`src/sv/scfp_pkg.sv`:
```
// shared types, constants and helpers for the sum-checked frame parser
// no dependencies; imported by every module of the block
`default_nettype none

package scfp_pkg;

    localparam int SCFP_MAX_PAYLOAD = 32;

    localparam int LEN_W     = 6;
    localparam int POS_W     = 5;
    localparam int CFG_IDX_W = 2;

    // configuration register indexes
    localparam logic [CFG_IDX_W-1:0] CFG_START_ONE = 2'd0;
    localparam logic [CFG_IDX_W-1:0] CFG_START_TWO = 2'd1;
    localparam logic [CFG_IDX_W-1:0] CFG_VERSION   = 2'd2;

    localparam logic [7:0] SOF_ONE_RESET = 8'h55;
    localparam logic [7:0] SOF_TWO_RESET = 8'hAA;
    localparam logic [7:0] VERSION_RESET = 8'h01;

    localparam logic KIND_HEADER  = 1'b0;
    localparam logic KIND_PAYLOAD = 1'b1;

    typedef struct packed {
        logic [7:0]       command;
        logic [7:0]       sequence_res;
        logic [LEN_W-1:0] frame_length;
    } frame_desc_t;

    typedef struct packed {
        logic full;
        logic empty;
        logic wr_slot;
        logic rd_slot;
    } queue_status_t;

    // bits needed to count payload bytes from zero up to max_payload
    function automatic int payload_idx_w(input int max_payload);
        return $clog2(max_payload + 1);
    endfunction

endpackage

`default_nettype wire

```
`src/sv/scfp_front.sv`:
```
// byte parser: hunts for start bytes, checks version, length and checksum,
// writes payload into the free buffer slot; uses scfp_pkg
`default_nettype none

module scfp_front #(
    parameter int MAX_PAYLOAD = scfp_pkg::SCFP_MAX_PAYLOAD
) (
    input  wire                                           aclk,
    input  wire                                           aresetn,
    input  wire                                           cfg_valid,
    output logic                                          cfg_ready,
    input  wire  [scfp_pkg::CFG_IDX_W-1:0]                cfg_index,
    input  wire  [7:0]                                    cfg_data,
    input  wire                                           s_valid,
    output logic                                          s_ready,
    input  wire  [7:0]                                    s_rx_byte,
    input  scfp_pkg::queue_status_t                       q_status,
    output logic                                          push,
    output scfp_pkg::frame_desc_t                         push_desc,
    output logic                                          wr_en,
    output logic [scfp_pkg::payload_idx_w(MAX_PAYLOAD):0] wr_addr,
    output logic [7:0]                                    wr_data
);
    import scfp_pkg::*;

    localparam int PW = payload_idx_w(MAX_PAYLOAD);

    localparam logic [2:0] PH_SOF1 = 3'd0;
    localparam logic [2:0] PH_SOF2 = 3'd1;
    localparam logic [2:0] PH_VER  = 3'd2;
    localparam logic [2:0] PH_CMD  = 3'd3;
    localparam logic [2:0] PH_SEQ  = 3'd4;
    localparam logic [2:0] PH_LEN  = 3'd5;
    localparam logic [2:0] PH_DATA = 3'd6;
    localparam logic [2:0] PH_SUM  = 3'd7;

    logic [7:0]       sof_one_reg;
    logic [7:0]       sof_two_reg;
    logic [7:0]       version_reg;

    logic [2:0]       phase_reg, phase_next;
    logic [7:0]       cmd_reg, cmd_next;
    logic [7:0]       seq_reg, seq_next;
    logic [LEN_W-1:0] len_reg, len_next;
    logic [7:0]       sum_reg, sum_next;
    logic [PW-1:0]    fill_reg, fill_next;

    logic             beat;
    logic             hunt;
    logic [PW:0]      fill_plus;

    assign cfg_ready = 1'b1;
    // two good frames waiting means both buffer slots are taken
    assign s_ready   = !q_status.full;
    assign beat      = s_valid && s_ready;
    assign fill_plus = {1'b0, fill_reg} + (PW+1)'(1);

    always_ff @(posedge aclk) begin
        if (!aresetn) begin
            sof_one_reg <= SOF_ONE_RESET;
            sof_two_reg <= SOF_TWO_RESET;
            version_reg <= VERSION_RESET;
        end else if (cfg_valid) begin
            case (cfg_index)
                CFG_START_ONE: sof_one_reg <= cfg_data;
                CFG_START_TWO: sof_two_reg <= cfg_data;
                CFG_VERSION:   version_reg <= cfg_data;
                default: ;
            endcase
        end
    end

    always_comb begin
        phase_next = phase_reg;
        cmd_next   = cmd_reg;
        seq_next   = seq_reg;
        len_next   = len_reg;
        sum_next   = sum_reg;
        fill_next  = fill_reg;
        hunt       = 1'b0;
        if (beat) begin
            unique case (phase_reg)
                PH_SOF1: begin
                    if (s_rx_byte == sof_one_reg) phase_next = PH_SOF2;
                end
                PH_SOF2: begin
                    // a repeated first start byte keeps waiting for the second
                    if (s_rx_byte == sof_two_reg) phase_next = PH_VER;
                    else if (s_rx_byte != sof_one_reg) hunt = 1'b1;
                end
                PH_VER: begin
                    if (s_rx_byte == version_reg) begin
                        sum_next   = s_rx_byte;
                        phase_next = PH_CMD;
                    end else begin
                        hunt = 1'b1;
                    end
                end
                PH_CMD: begin
                    cmd_next   = s_rx_byte;
                    sum_next   = sum_reg + s_rx_byte;
                    phase_next = PH_SEQ;
                end
                PH_SEQ: begin
                    seq_next   = s_rx_byte;
                    sum_next   = sum_reg + s_rx_byte;
                    phase_next = PH_LEN;
                end
                PH_LEN: begin
                    if (s_rx_byte <= 8'(MAX_PAYLOAD)) begin
                        len_next   = s_rx_byte[LEN_W-1:0];
                        fill_next  = '0;
                        sum_next   = sum_reg + s_rx_byte;
                        phase_next = (s_rx_byte == 8'd0) ? PH_SUM : PH_DATA;
                    end else begin
                        hunt = 1'b1;
                    end
                end
                PH_DATA: begin
                    fill_next = fill_plus[PW-1:0];
                    sum_next  = sum_reg + s_rx_byte;
                    if (7'(fill_plus) >= {1'b0, len_reg}) phase_next = PH_SUM;
                end
                PH_SUM: begin
                    hunt = 1'b1;
                end
                default: begin
                    hunt = 1'b1;
                end
            endcase
        end
        if (hunt) begin
            phase_next = PH_SOF1;
            cmd_next   = '0;
            seq_next   = '0;
            len_next   = '0;
            sum_next   = '0;
            fill_next  = '0;
        end
    end

    always_ff @(posedge aclk) begin
        if (!aresetn) begin
            phase_reg <= PH_SOF1;
            cmd_reg   <= '0;
            seq_reg   <= '0;
            len_reg   <= '0;
            sum_reg   <= '0;
            fill_reg  <= '0;
        end else begin
            phase_reg <= phase_next;
            cmd_reg   <= cmd_next;
            seq_reg   <= seq_next;
            len_reg   <= len_next;
            sum_reg   <= sum_next;
            fill_reg  <= fill_next;
        end
    end

    assign push = beat && (phase_reg == PH_SUM) && (sum_reg == s_rx_byte);
    assign push_desc.command      = cmd_reg;
    assign push_desc.sequence_res = seq_reg;
    assign push_desc.frame_length = len_reg;

    assign wr_en   = beat && (phase_reg == PH_DATA)
                     && ({1'b0, fill_reg} < (PW+1)'(MAX_PAYLOAD));
    assign wr_addr = {q_status.wr_slot, fill_reg};
    assign wr_data = s_rx_byte;

endmodule

`default_nettype wire

```
`src/sv/scfp_queue.sv`:
```
// two-entry queue of good-frame descriptors; each entry owns one payload slot
// uses scfp_pkg
`default_nettype none

module scfp_queue (
    input  wire                     aclk,
    input  wire                     aresetn,
    input  wire                     push,
    input  scfp_pkg::frame_desc_t   push_desc,
    input  wire                     pop,
    output scfp_pkg::frame_desc_t   head,
    output scfp_pkg::queue_status_t q_status
);
    import scfp_pkg::*;

    frame_desc_t desc_reg [2];
    logic        wr_ptr_reg;
    logic        rd_ptr_reg;
    logic [1:0]  count_reg, count_next;

    always_comb begin
        count_next = count_reg;
        if (push && !pop) count_next = count_reg + 2'd1;
        else if (pop && !push) count_next = count_reg - 2'd1;
    end

    always_ff @(posedge aclk) begin
        if (push) desc_reg[wr_ptr_reg] <= push_desc;
    end

    always_ff @(posedge aclk) begin
        if (!aresetn) begin
            wr_ptr_reg <= 1'b0;
            rd_ptr_reg <= 1'b0;
            count_reg  <= '0;
        end else begin
            if (push) wr_ptr_reg <= !wr_ptr_reg;
            if (pop) rd_ptr_reg <= !rd_ptr_reg;
            count_reg <= count_next;
        end
    end

    assign head             = desc_reg[rd_ptr_reg];
    assign q_status.full    = (count_reg == 2'd2);
    assign q_status.empty   = (count_reg == 2'd0);
    assign q_status.wr_slot = wr_ptr_reg;
    assign q_status.rd_slot = rd_ptr_reg;

    a_no_push_full: assert property (@(posedge aclk) disable iff (!aresetn)
        push |-> !q_status.full)
        else $error("descriptor pushed into a full queue");

    a_no_pop_empty: assert property (@(posedge aclk) disable iff (!aresetn)
        pop |-> !q_status.empty)
        else $error("descriptor popped from an empty queue");

    a_count_bound: assert property (@(posedge aclk) disable iff (!aresetn)
        count_reg != 2'd3)
        else $error("queue count out of range");

    a_ptr_match: assert property (@(posedge aclk) disable iff (!aresetn)
        (q_status.empty || q_status.full) |-> (wr_ptr_reg == rd_ptr_reg))
        else $error("queue pointers disagree with count");

endmodule

`default_nettype wire

```
`src/sv/scfp_back.sv`:
```
// result emitter: holds the two-slot payload buffer and plays out a header
// beat and then the payload beats of the frame at the queue head; uses scfp_pkg
`default_nettype none

module scfp_back #(
    parameter int MAX_PAYLOAD = scfp_pkg::SCFP_MAX_PAYLOAD
) (
    input  wire                                           aclk,
    input  wire                                           aresetn,
    input  wire                                           wr_en,
    input  wire  [scfp_pkg::payload_idx_w(MAX_PAYLOAD):0] wr_addr,
    input  wire  [7:0]                                    wr_data,
    input  scfp_pkg::frame_desc_t                         head,
    input  scfp_pkg::queue_status_t                       q_status,
    output logic                                          pop,
    output logic                                          m_valid,
    input  wire                                           m_ready,
    output logic                                          m_item_kind,
    output logic [7:0]                                    m_command,
    output logic [7:0]                                    m_sequence_res,
    output logic [scfp_pkg::LEN_W-1:0]                    m_frame_length,
    output logic [7:0]                                    m_data_byte,
    output logic [scfp_pkg::POS_W-1:0]                    m_byte_position,
    output logic                                          m_final_item
);
    import scfp_pkg::*;

    localparam int PW        = payload_idx_w(MAX_PAYLOAD);
    localparam int MEM_DEPTH = 2 * (2 ** PW);

    logic [7:0]       mem [MEM_DEPTH];

    logic             active_reg;
    logic [PW-1:0]    next_pos_reg;

    logic             m_valid_reg;
    logic             kind_reg;
    logic [7:0]       cmd_reg;
    logic [7:0]       seq_reg;
    logic [LEN_W-1:0] len_reg;
    logic [7:0]       data_reg;
    logic [POS_W-1:0] pos_reg;
    logic             final_reg;

    logic             load;
    logic             start_hdr;
    logic             emit_data;
    logic             data_last;
    logic [PW:0]      rd_addr;

    // output register frees up when empty or taken this cycle
    assign load      = !m_valid_reg || m_ready;
    assign start_hdr = load && !active_reg && !q_status.empty;
    assign emit_data = load && active_reg;
    assign data_last = (7'(next_pos_reg) + 7'd1) == {1'b0, head.frame_length};
    assign pop       = (start_hdr && (head.frame_length == '0))
                       || (emit_data && data_last);
    assign rd_addr   = {q_status.rd_slot, next_pos_reg};

    // payload buffer; the read lands straight in the output data register
    always_ff @(posedge aclk) begin
        if (wr_en) mem[wr_addr] <= wr_data;
        if (start_hdr) data_reg <= '0;
        else if (emit_data) data_reg <= mem[rd_addr];
    end

    always_ff @(posedge aclk) begin
        if (start_hdr || emit_data) begin
            kind_reg <= start_hdr ? KIND_HEADER : KIND_PAYLOAD;
            cmd_reg  <= head.command;
            seq_reg  <= head.sequence_res;
            len_reg  <= head.frame_length;
            pos_reg  <= start_hdr ? '0 : POS_W'(next_pos_reg);
        end
    end

    always_ff @(posedge aclk) begin
        if (!aresetn) begin
            m_valid_reg  <= 1'b0;
            final_reg    <= 1'b0;
            active_reg   <= 1'b0;
            next_pos_reg <= '0;
        end else begin
            if (load) m_valid_reg <= start_hdr || emit_data;
            if (start_hdr) begin
                final_reg    <= (head.frame_length == '0);
                active_reg   <= (head.frame_length != '0);
                next_pos_reg <= '0;
            end else if (emit_data) begin
                final_reg <= data_last;
                if (data_last) active_reg <= 1'b0;
                next_pos_reg <= next_pos_reg + PW'(1);
            end
        end
    end

    assign m_valid         = m_valid_reg;
    assign m_item_kind     = kind_reg;
    assign m_command       = cmd_reg;
    assign m_sequence_res  = seq_reg;
    assign m_frame_length  = len_reg;
    assign m_data_byte     = data_reg;
    assign m_byte_position = pos_reg;
    assign m_final_item    = final_reg;

    a_active_has_head: assert property (@(posedge aclk) disable iff (!aresetn)
        active_reg |-> !q_status.empty)
        else $error("emitting payload with no frame at the queue head");

    a_pos_in_frame: assert property (@(posedge aclk) disable iff (!aresetn)
        active_reg |-> (7'(next_pos_reg) < {1'b0, head.frame_length}))
        else $error("payload position past frame length");

    a_hdr_final_len: assert property (@(posedge aclk) disable iff (!aresetn)
        (m_valid_reg && (kind_reg == KIND_HEADER) && final_reg) |-> (len_reg == '0))
        else $error("header marked final on a frame with payload");

    a_pop_on_final: assert property (@(posedge aclk) disable iff (!aresetn)
        pop |=> (m_valid_reg && final_reg))
        else $error("frame released before its final beat was loaded");

endmodule

`default_nettype wire

```
`src/sv/sum_checked_frame_parser.sv`:
```
// top level of the sum-checked frame parser: parser front, descriptor queue,
// result emitter; depends on scfp_pkg, scfp_front, scfp_queue, scfp_back
//
//  channel | ports                     | direction | beat
//  --------+---------------------------+-----------+---------------------------------
//  config  | cfg_valid/ready/index/data| in        | one register write
//  input   | s_valid/ready, s_rx_byte  | in        | one received byte
//  result  | m_valid/ready, m_*        | out       | header or payload byte of a frame
//
// an input byte is taken every cycle while fewer than two good frames wait for
// the emitter; each buffered frame owns one of the two payload slots.
// a good frame plays out len+1 result beats, one per cycle with m_ready high; an idle
// emitter registers the header after the queue takes it; bad frames give nothing.
// aresetn is synchronous, active low; the payload buffer needs no clearing pass.
// a stall on the result side backs up into s_ready only once both slots fill.
`default_nettype none

module sum_checked_frame_parser #(
    parameter int MAX_PAYLOAD = scfp_pkg::SCFP_MAX_PAYLOAD
) (
    input  wire                              aclk,
    input  wire                              aresetn,
    input  wire                              cfg_valid,
    output logic                             cfg_ready,
    input  wire  [scfp_pkg::CFG_IDX_W-1:0]   cfg_index,
    input  wire  [7:0]                       cfg_data,
    input  wire                              s_valid,
    output logic                             s_ready,
    input  wire  [7:0]                       s_rx_byte,
    output logic                             m_valid,
    input  wire                              m_ready,
    output logic                             m_item_kind,
    output logic [7:0]                       m_command,
    output logic [7:0]                       m_sequence_res,
    output logic [scfp_pkg::LEN_W-1:0]       m_frame_length,
    output logic [7:0]                       m_data_byte,
    output logic [scfp_pkg::POS_W-1:0]       m_byte_position,
    output logic                             m_final_item
);
    import scfp_pkg::*;

    localparam int PW = payload_idx_w(MAX_PAYLOAD);

    queue_status_t q_status;
    frame_desc_t   push_desc;
    frame_desc_t   head;
    logic          push;
    logic          pop;
    logic          wr_en;
    logic [PW:0]   wr_addr;
    logic [7:0]    wr_data;

    scfp_front #(
        .MAX_PAYLOAD (MAX_PAYLOAD)
    ) u_front (
        .aclk      (aclk),
        .aresetn   (aresetn),
        .cfg_valid (cfg_valid),
        .cfg_ready (cfg_ready),
        .cfg_index (cfg_index),
        .cfg_data  (cfg_data),
        .s_valid   (s_valid),
        .s_ready   (s_ready),
        .s_rx_byte (s_rx_byte),
        .q_status  (q_status),
        .push      (push),
        .push_desc (push_desc),
        .wr_en     (wr_en),
        .wr_addr   (wr_addr),
        .wr_data   (wr_data)
    );

    scfp_queue u_queue (
        .aclk      (aclk),
        .aresetn   (aresetn),
        .push      (push),
        .push_desc (push_desc),
        .pop       (pop),
        .head      (head),
        .q_status  (q_status)
    );

    scfp_back #(
        .MAX_PAYLOAD (MAX_PAYLOAD)
    ) u_back (
        .aclk            (aclk),
        .aresetn         (aresetn),
        .wr_en           (wr_en),
        .wr_addr         (wr_addr),
        .wr_data         (wr_data),
        .head            (head),
        .q_status        (q_status),
        .pop             (pop),
        .m_valid         (m_valid),
        .m_ready         (m_ready),
        .m_item_kind     (m_item_kind),
        .m_command       (m_command),
        .m_sequence_res  (m_sequence_res),
        .m_frame_length  (m_frame_length),
        .m_data_byte     (m_data_byte),
        .m_byte_position (m_byte_position),
        .m_final_item    (m_final_item)
    );

endmodule

`default_nettype wire

```
`config.mk`:
```
export PLATFORM = sky130hd
export DESIGN_NAME = sum_checked_frame_parser
export DESIGN_NICKNAME = d
export VERILOG_FILES = /design/src/sv/scfp_pkg.sv /design/src/sv/scfp_front.sv /design/src/sv/scfp_queue.sv /design/src/sv/scfp_back.sv /design/src/sv/sum_checked_frame_parser.sv
export SDC_FILE = /design/constraint.sdc
export NUM_CORES = 1
export LEC_CHECK = 0
export BUFFER_PORTS_ARGS = -buffer_cell sky130_fd_sc_hd__buf_2
export CAP_MARGIN = 25
export CORE_ASPECT_RATIO = 0.7
export CORE_MARGIN = 2
export CORE_UTILIZATION = 32
export CTS_CLUSTER_SIZE = 28
export DETAILED_ROUTE_END_ITERATION = 10
export PLACE_DENSITY = 0.58
export SYNTH_ARGS = -nofsm -noshare
export SYNTH_HDL_FRONTEND = slang
export SYNTH_HIERARCHICAL = 1
export SYNTH_SLANG_ARGS = --single-unit
```
`constraint.sdc`:
```
create_clock -name aclk -period 3.7 [get_ports aclk]
set_input_delay 0.555 -clock aclk [delete_from_list [all_inputs] [get_ports aclk]]
set_output_delay 0.555 -clock aclk [all_outputs]
set_load 0.005 [all_outputs]
```
**After elaboration in Yosys (flattened, before gate mapping)**

Memory sizes are Yosys's and may differ from the RTL's. A register that Yosys moved wholly into a read port is not among the register bits.
Index checks and enable logic that the tools add are counted.

- Bits in registers: 104
- RAM bits: 1068
- Bits of input ports: 23
- Output and inout bits: 40
- Logic and storage cells: 134
- Memories: 2

Memories:

| name | words | bits a word | read ports | clocked after Yosys merged registers in | write ports | RTL line | source |
|---|---|---|---|---|---|---|---|
| u_back.mem | 128 | 8 | 1 | 1 | 1 | scfp_back.sv:31 | `logic [7:0] mem [MEM_DEPTH];` |
| u_queue.desc_reg | 2 | 22 | 1 | 1 | 1 | scfp_queue.sv:16 | `frame_desc_t desc_reg [2];` |

- Add/subtract/negate cells: 6
- Magnitude comparators: 3
- Eq/ne operators: 21
- Mux-type cells: 32
- Bitwise gates (word level): 1
- Reductions and logical operators: 48

Operators by type and width:

| kind | count |
|---|---|
| equality test 8 bit | 4 |
| one-hot mux 8 bit (3 select lines) | 1 |
| one-hot mux 3 bit (7 select lines) | 1 |
| 2-to-1 mux 1 bit | 18 |
| 2-to-1 mux 8 bit | 2 |
| 2-to-1 mux 3 bit | 5 |
| adder 6 x 1 -> 7 bit (second input constant) | 2 |
| equality test 3 bit (second input constant) | 4 |
| logical AND 1 bit | 12 |
| one-hot mux 6 bit (2 select lines) | 1 |
| AND reduction 2 bit | 6 |
| != test 2 x 1 -> 1 bit (second input constant) | 5 |
| adder 8 bit | 1 |
| less-or-equal comparator 8 x 6 -> 1 bit (second input constant) | 1 |
| logical NOT 1 bit | 8 |
| logical NOT 8 bit | 1 |
| != test 8 bit | 1 |
| nonzero test 2 bit | 4 |
| equality test 7 x 6 -> 1 bit | 1 |
| >= comparator 7 x 6 -> 1 bit | 1 |
| AND reduction 7 bit | 1 |
| nonzero test 7 bit | 1 |
| adder 6 x 1 -> 6 bit (second input constant) | 1 |
| equality test 3 x 2 -> 1 bit (second input constant) | 2 |
| 20 further kinds | 27 |

**Logic depth before layout (Yosys ltp)**

Gate-level depths: netlist (run 1).

- Depth after elaboration: 9
- Depth in mapped cells: 14
- Mapped depth without buffers: 11

**Cells and area by module**

The synthesis (run 1) kept the hierarchy.

By module, submodules not included:

| module | instances | cells an instance | area an instance (um^2) | sequential area each (um^2) |
|---|---|---|---|---|
| scfp_back | 1 | 1975 | 41284.6 | 31930.6 |
| scfp_front | 1 | 408 | 3658.5 | 1261.2 |
| scfp_queue | 1 | 92 | 1813.0 | 1421.4 |

**Worst setup path after synthesis (run 1)**

OpenSTA, ideal clock, no wires.

- Path kind: input to register
- From: input port s_rx_byte[2]
- To: memory u_queue/desc_reg[0][0] (netlist bit) (enable)
- Data arrival time: 2.944 ns
- Required time: 3.295 ns
- Setup slack: 0.351 ns
- Stages on the path: 4
- Path buffers: 0
- Cells stage by stage: ha_1 > or4_1 > nor4_1 > nor2b_1

- Cells in the longest elaborated chain, start to end: 4

RTL lines:

| item | RTL line | source |
|---|---|---|
| start: declaration | sum_checked_frame_parser.sv:29 | `input wire [7:0] s_rx_byte,` |
| equality test 8 bit | scfp_front.sv:160 | `assign push = beat && (phase_reg == PH_SUM) && (sum_reg == s_rx_byte);` |
| logical AND 1 bit | scfp_front.sv:160 |  |
| named net push | sum_checked_frame_parser.sv:47 | `logic push;` |
| 2-to-1 mux 1 bit | scfp_queue.sv:28 | `if (push) desc_reg[wr_ptr_reg] <= push_desc;` |
| 2-to-1 mux 1 bit (not written as such) | scfp_queue.sv:28 |  |
| end: declaration | scfp_queue.sv:16 |  |

The timed path passes the listed nets, and every way through them passes these cells.

==> reports/results.ini, run 1 <==
[pwr]
power_density_mw_per_mm2 = 483
leakage_uw = 0.0168
ir_worst_vdd_mv = 0.370

[route]
wirelength_um = 117000
dr.first_iter.drc_count = 2415
drc = 0
wl_per_cell_um = 24.5
vias_per_cell = 5.13
ant_nets = 0
vias = 24500
firstDrtPassIters = 5

[worst_setup_path]
worstPathMaxFanout = 33
crit_type = reg -> reg
crit_chain = buf_12 > mux4_2 > a22oi_1 > a31oi_1 > nand4_1 > o211ai_1
critPathMaxStageDelay_ns = 0.82
start_kind = register
critPathSlowestCell = dfxtp_4
endpoint_kind = register
crit_arrival_ns = 3.84
critPathRequiredTime_ns = 4.30

[final_layout]
multi_input_area_mm2 = 0.0112
final_common_cell = edfxtp_1
final_core_utilization = 0.372
regArea_mm2 = 0.0346
fin_cells = 4774
fillers = 13300
largest_register_ffs = 1024
drive_above_1_share = 0.260
final_cell_mix = edfxtp_1, mux4_2, buf_4, nor2_1, clkbuf_16
syn2layout_area_growth_pct = 15.5
finalNetCount = 2768

[logic_synthesis]
ys_types = 76
async_flop_share = 0
ys_warn_count = 6
avgSynthCellArea_um2 = 18.9
seq_area_frac_synth = 0.740
synth_edf_count = 1096
synth_flop_cell = edfxtp_1
synth-seq-cells = 1181
syn_inst = 2475
syn_area_mm2 = 0.0468
syn-num-nets = 2515

[placement]
dp_cells = 4584
gp_congestion = 0.832
port_buffers = 61
place_hpwl_um = 73100

[timing]
hold_viol = 0
period_needed_ns = 3.24
worst_pin_slew_ns = 1.07
final.setup.tns_ns = 0
holdWs_ns = 0.0994
clock.fmax_ghz = 0.309
fin_crit_sh = 0.876
rsz0062_at_grt = false
relSlewSlack = 0.280
setup_viol = 0
slew_violations = 0
finalClockSkew_ns = 0.0426

[clock_tree]
htreeDepth = 3
cts_buffers = 103
cts_tree = done
cts_setup_buffers = 0
clock-root-buffer = clkbuf_16
clk_pin_slew_worst_paths_ns = 0.07
clkLatencyLatePin_ns = 0.73
cts_resized = 0
cts.sinks = 1181
cts_max_path_buffers = 3
postCtsHoldBufs = 0

[die]
die_w_um = 461
die_area_mm2 = 0.149
start_util = 0.322
pin_count = 63
die_h_um = 324
row_count = 117
design.core.area_mm2 = 0.145

[global_routing]
grt_max_degree = 137
grt_overflow = 0
antenna_found_initial = 2
grt_pass1_wl_um = 170000
grt_pass1_vias = 24300
grt.total_usage = 0.156

[job]
max_cap_viol_count = 0

[hold_path]
hold_path.class = in -> reg

[run_status]
status = finished, final reports clean

-- cell families after synthesis --
| family | share of synthesized area |
|---|---|
| fa+ha+maj | 0.00471 |
| mux | 0.139 |
| simple gates | 0.0473 |
| xor+xnor | 0.00955 |
| compound gates | 0.0377 |
| other cells | 0.0000802 |
| buf+inv | 0.0211 |
| flops | 0.740 |
-- routing by layer --
metal,up-vias,track usage,wire (µm)
li1,10500,-,-
met5,-,0,0
met4,0,0.0333,1980
met2,934,0.217,48700
met3,135,0.0336,9620
met1,12900,0.247,56500
-- synthesized netlist by cell type (16+ instances only) --
cell type	count	area share
edfxtp_1	1096	0.70
mux4_2	237	0.11
nor2_1	177	0.014
mux2i_1	89	0.019
dfxtp_1	85	0.036
nand2_1	81	0.0065
a22oi_1	69	0.011
clkbuf_1	52	0.0042
nor2b_1	42	0.0056
nand3_1	38	0.0041
xor2_1	36	0.0067
a21oi_1	35	0.0037
buf_4	30	0.0048
buf_2	28	0.0030
a211oi_1	26	0.0042
inv_1	25	0.0020
mux2_2	25	0.0060
nor3_1	24	0.0026
o21ai_0	24	0.0026
o22ai_1	20	0.0027
buf_6	19	0.0046
ha_1	16	0.0043
-- cell type report --
cell class                      count  area share
Inverter                           26     0.00181
Timing Repair Buffer              294      0.0422
Clock inverter                     65      0.0120
Multi-Input combinational cell   1122       0.207
Antenna cell                        1   0.0000463
Tap cell                         1963      0.0455
Clock buffer                      122      0.0506
Sequential cell                  1181       0.641
-- final timing paths --
path / from / end / slack (ns) / cells after the start
setup / recovery: u_back/next_pos_reg[0] / u_back/m_data_byte[6] / 0.46 / 6
hold / removal: cfg_data[7] / u_front/sof_two_reg[7] / 0.1 / 3
setup reg to reg: u_back/next_pos_reg[0] / u_back/m_data_byte[6] / 0.46 / 6
hold reg to reg: u_front/seq_reg[2] / u_queue/desc_reg[1][8] / 0.47 / 0
-- power breakdown --
part | switching, µW | internal [µW] | total (µW)
Combinational | 340 | 129 | 469
Sequential | 110 | 14600 | 14700
Clock | 4890 | 6040 | 10900
-- critical path: cells and delay by family (launching register included) --
| family | cells | cell delay [ns] |
|---|---|---|
| buffers and inverters | 1 | 0.35 |
| muxes | 1 | 0.54 |
| AOI/OAI and AO/OA | 3 | 1.04 |
| DFF | 1 | 0.82 |
| and+or+nand+nor | 1 | 0.36 |
-- through the flow --
stage,setup WS (ns),power (µW),instance area (µm²)
after floorplan,0.351,15200,46800
after global placement,0.370,15500,50600
after detailed placement,0.391,15500,50600
after CTS,0.448,26300,54000
after global routing,0.326,26900,54000
final,0.460,26100,54000
Note: power is estimated with default switching activity, not from simulation.
==> run 2, diff against run 1 <==
Settings changed: CORE_MARGIN 2 to unset.
==> run 2 against run 1 <==
Sequential power about the same. Maximum frequency increased by 3.1%. Non-clock buffer count down 11. Utilization up 0.35 points. Count of clock-buffer cells in the layout unchanged. Total power grew 1.7%. Global-route usage up 0.18 points. Critical path type unchanged. Largest cell class unchanged.
==> reports/results.ini, run 2 (synthesis gave the netlist of run 1 again) <==
[final_layout]
final_common_cell = edfxtp_1
final_cell_mix = edfxtp_1, mux4_2, buf_4, nor2_1, clkbuf_16
largest_register_ffs = 1024  ; unchanged
fillers = 13200  ; -0.65%
final_core_utilization = 0.375  ; +0.00348
drive_above_1_share = 0.262  ; +0.00170
finalNetCount = 2757  ; -0.40%
syn2layout_area_growth_pct = 15.6  ; about the same

[clock_tree]
cts_setup_buffers = 0  ; unchanged
postCtsHoldBufs = 0  ; unchanged
cts_max_path_buffers = 3  ; unchanged
cts_buffers = 103  ; unchanged
cts.sinks = 1181  ; unchanged
clock-root-buffer = clkbuf_16
clk_pin_slew_worst_paths_ns = 0.07  ; about the same
clkLatencyLatePin_ns = 0.73  ; about the same
htreeDepth = 3  ; unchanged
cts_tree = done
cts_resized = 0  ; unchanged

[timing]
setup_viol = 0  ; unchanged
relSlewSlack = 0.290  ; +0.00923
hold_viol = 0  ; unchanged
holdWs_ns = 0.101  ; +0.00114 ns
rsz0062_at_grt = false
worst_pin_slew_ns = 1.04  ; -0.0294 ns
period_needed_ns = 3.14  ; -0.0975 ns
final.setup.tns_ns = 0  ; unchanged
clock.fmax_ghz = 0.318  ; +3.1%
fin_crit_sh = 0.849  ; -0.0264
finalWorstSetupSlack_ns = 0.558  ; +0.0975 ns
slew_violations = 0  ; unchanged
finalClockSkew_ns = 0.0396  ; -0.00293 ns

[worst_setup_path]
critPathRequiredTime_ns = 4.13  ; -0.17 ns
crit_arrival_ns = 3.57  ; -0.27 ns
crit_chain = and2b_2 > nand3b_1 > or2_1 > nor2_1 > nor2b_1 > nand2_1 > buf_4 > nor2_1 > buf_4
crit_type = reg -> reg
critPathMaxStageDelay_ns = 0.47  ; -0.35 ns
endpoint_kind = register
critPathSlowestCell = nand2_1
start_kind = register
worstPathMaxFanout = 7  ; -79%

[placement]
pre_cts_ws_ns = 0.472  ; +0.0812 ns
gp_congestion = 0.821  ; -1.3%
place_hpwl_um = 73900  ; +1.1%
port_buffers = 61  ; unchanged

[hold_path]
hold_path.class = in -> reg

[die]
row_count = 116  ; -0.85%
die_h_um = 322  ; -0.62%
design.core.area_mm2 = 0.144  ; -0.85%
die_area_mm2 = 0.148  ; -1.0%
pin_count = 63  ; unchanged
start_util = 0.325  ; +0.00278
die_w_um = 459  ; -0.43%

[pwr]
finalPower_uw = 26600  ; +1.7%
swShare = 0.205  ; +0.000514
power.switching_uw = 5450  ; +2.0%
p_clk_frac = 0.428  ; +0.009
p_int_uw = 21100  ; +1.6%
p_seq_frac = 0.554  ; -0.009
power_density_mw_per_mm2 = 491  ; +1.6%
combinationalPowerShare = 0.018  ; about the same
ir_worst_vdd_mv = 0.374  ; +0.97%
leakage_uw = 0.0168  ; about the same

[global_routing]
grt.total_usage = 0.158  ; +0.00180
antenna_found_initial = 3  ; +1
grt_overflow = 0  ; unchanged
grt_pass1_wl_um = 171000  ; +0.26%
grt_pass1_vias = 23900  ; -1.4%
grt_max_degree = 88  ; -36%

[route]
wirelength_um = 116000  ; -0.36%
vias = 24400  ; -0.36%
vias_per_cell = 5.12  ; about the same
ant_nets = 0  ; unchanged
firstDrtPassIters = 6  ; +1
dr.first_iter.drc_count = 2893  ; +20%
wl_per_cell_um = 24.4  ; about the same
drc = 0  ; unchanged

[job]
max_cap_viol_count = 0  ; unchanged

[run_status]
status = finished, final reports clean

run 2: layer usage:
layer  track usage  part of all wire  vias to the layer above
li1              -                 -                    10500
met1         0.249              0.48                    12900
met2         0.212              0.41                      906
met3        0.0444             0.094                      136
met4        0.0325             0.017                        2
met5             0          0.000069                        -
run 2: worst max-delay path: cells and delay by family (launching register included):
family,cells,cell delay [ns]
DFF,1,0.40
and+or+nand+nor,7,1.90
buffers and inverters,2,0.56
run 2: final timing paths:
check	slack [ns]	cells after the start	startpoint	to
setup / recovery	0.56	9	u_queue/count_reg[0]	u_back/mem[28][3]
hold / removal	0.10	3	cfg_data[7]	u_front/sof_two_reg[7]
setup reg to reg	0.56	9	u_queue/count_reg[0]	u_back/mem[28][3]
hold reg to reg	0.45	0	u_front/cmd_reg[0]	u_queue/desc_reg[1][14]
run 2: area by class of cell:
| type | count | area [µm²] | share of cell area |
|---|---|---|---|
| inverters | 26 | 97.6 | 0.00181 |
| flip-flops and latches | 1181 | 34600 | 0.640 |
| clock inverters | 73 | 791 | 0.0146 |
| well taps | 1947 | 2440 | 0.0451 |
| clock buffers | 122 | 2780 | 0.0513 |
| multi-input cells | 1122 | 11200 | 0.207 |
| diodes | 6 | 15.0 | 0.000278 |
| repair buffers | 283 | 2140 | 0.0396 |
run 2: power by group through the flow:
stage                     combinational, µW  sequential (µW)  clock, µW
after floorplan                         231            14900          0
after global placement                  471            15000          0
after detailed placement                483            15000          0
after CTS                               481            14700      11600
after global routing                    516            14700      12100
final                                   472            14700      11400
run 2: metrics by stage:
stage / instances / instance area, µm²
detailed placement: 4557 / 50500
floorplan: 2475 / 46800
global route: 4757 / 54000
global placement: 4555 / 50400
CTS: 4752 / 54000
finish: 4760 / 54100
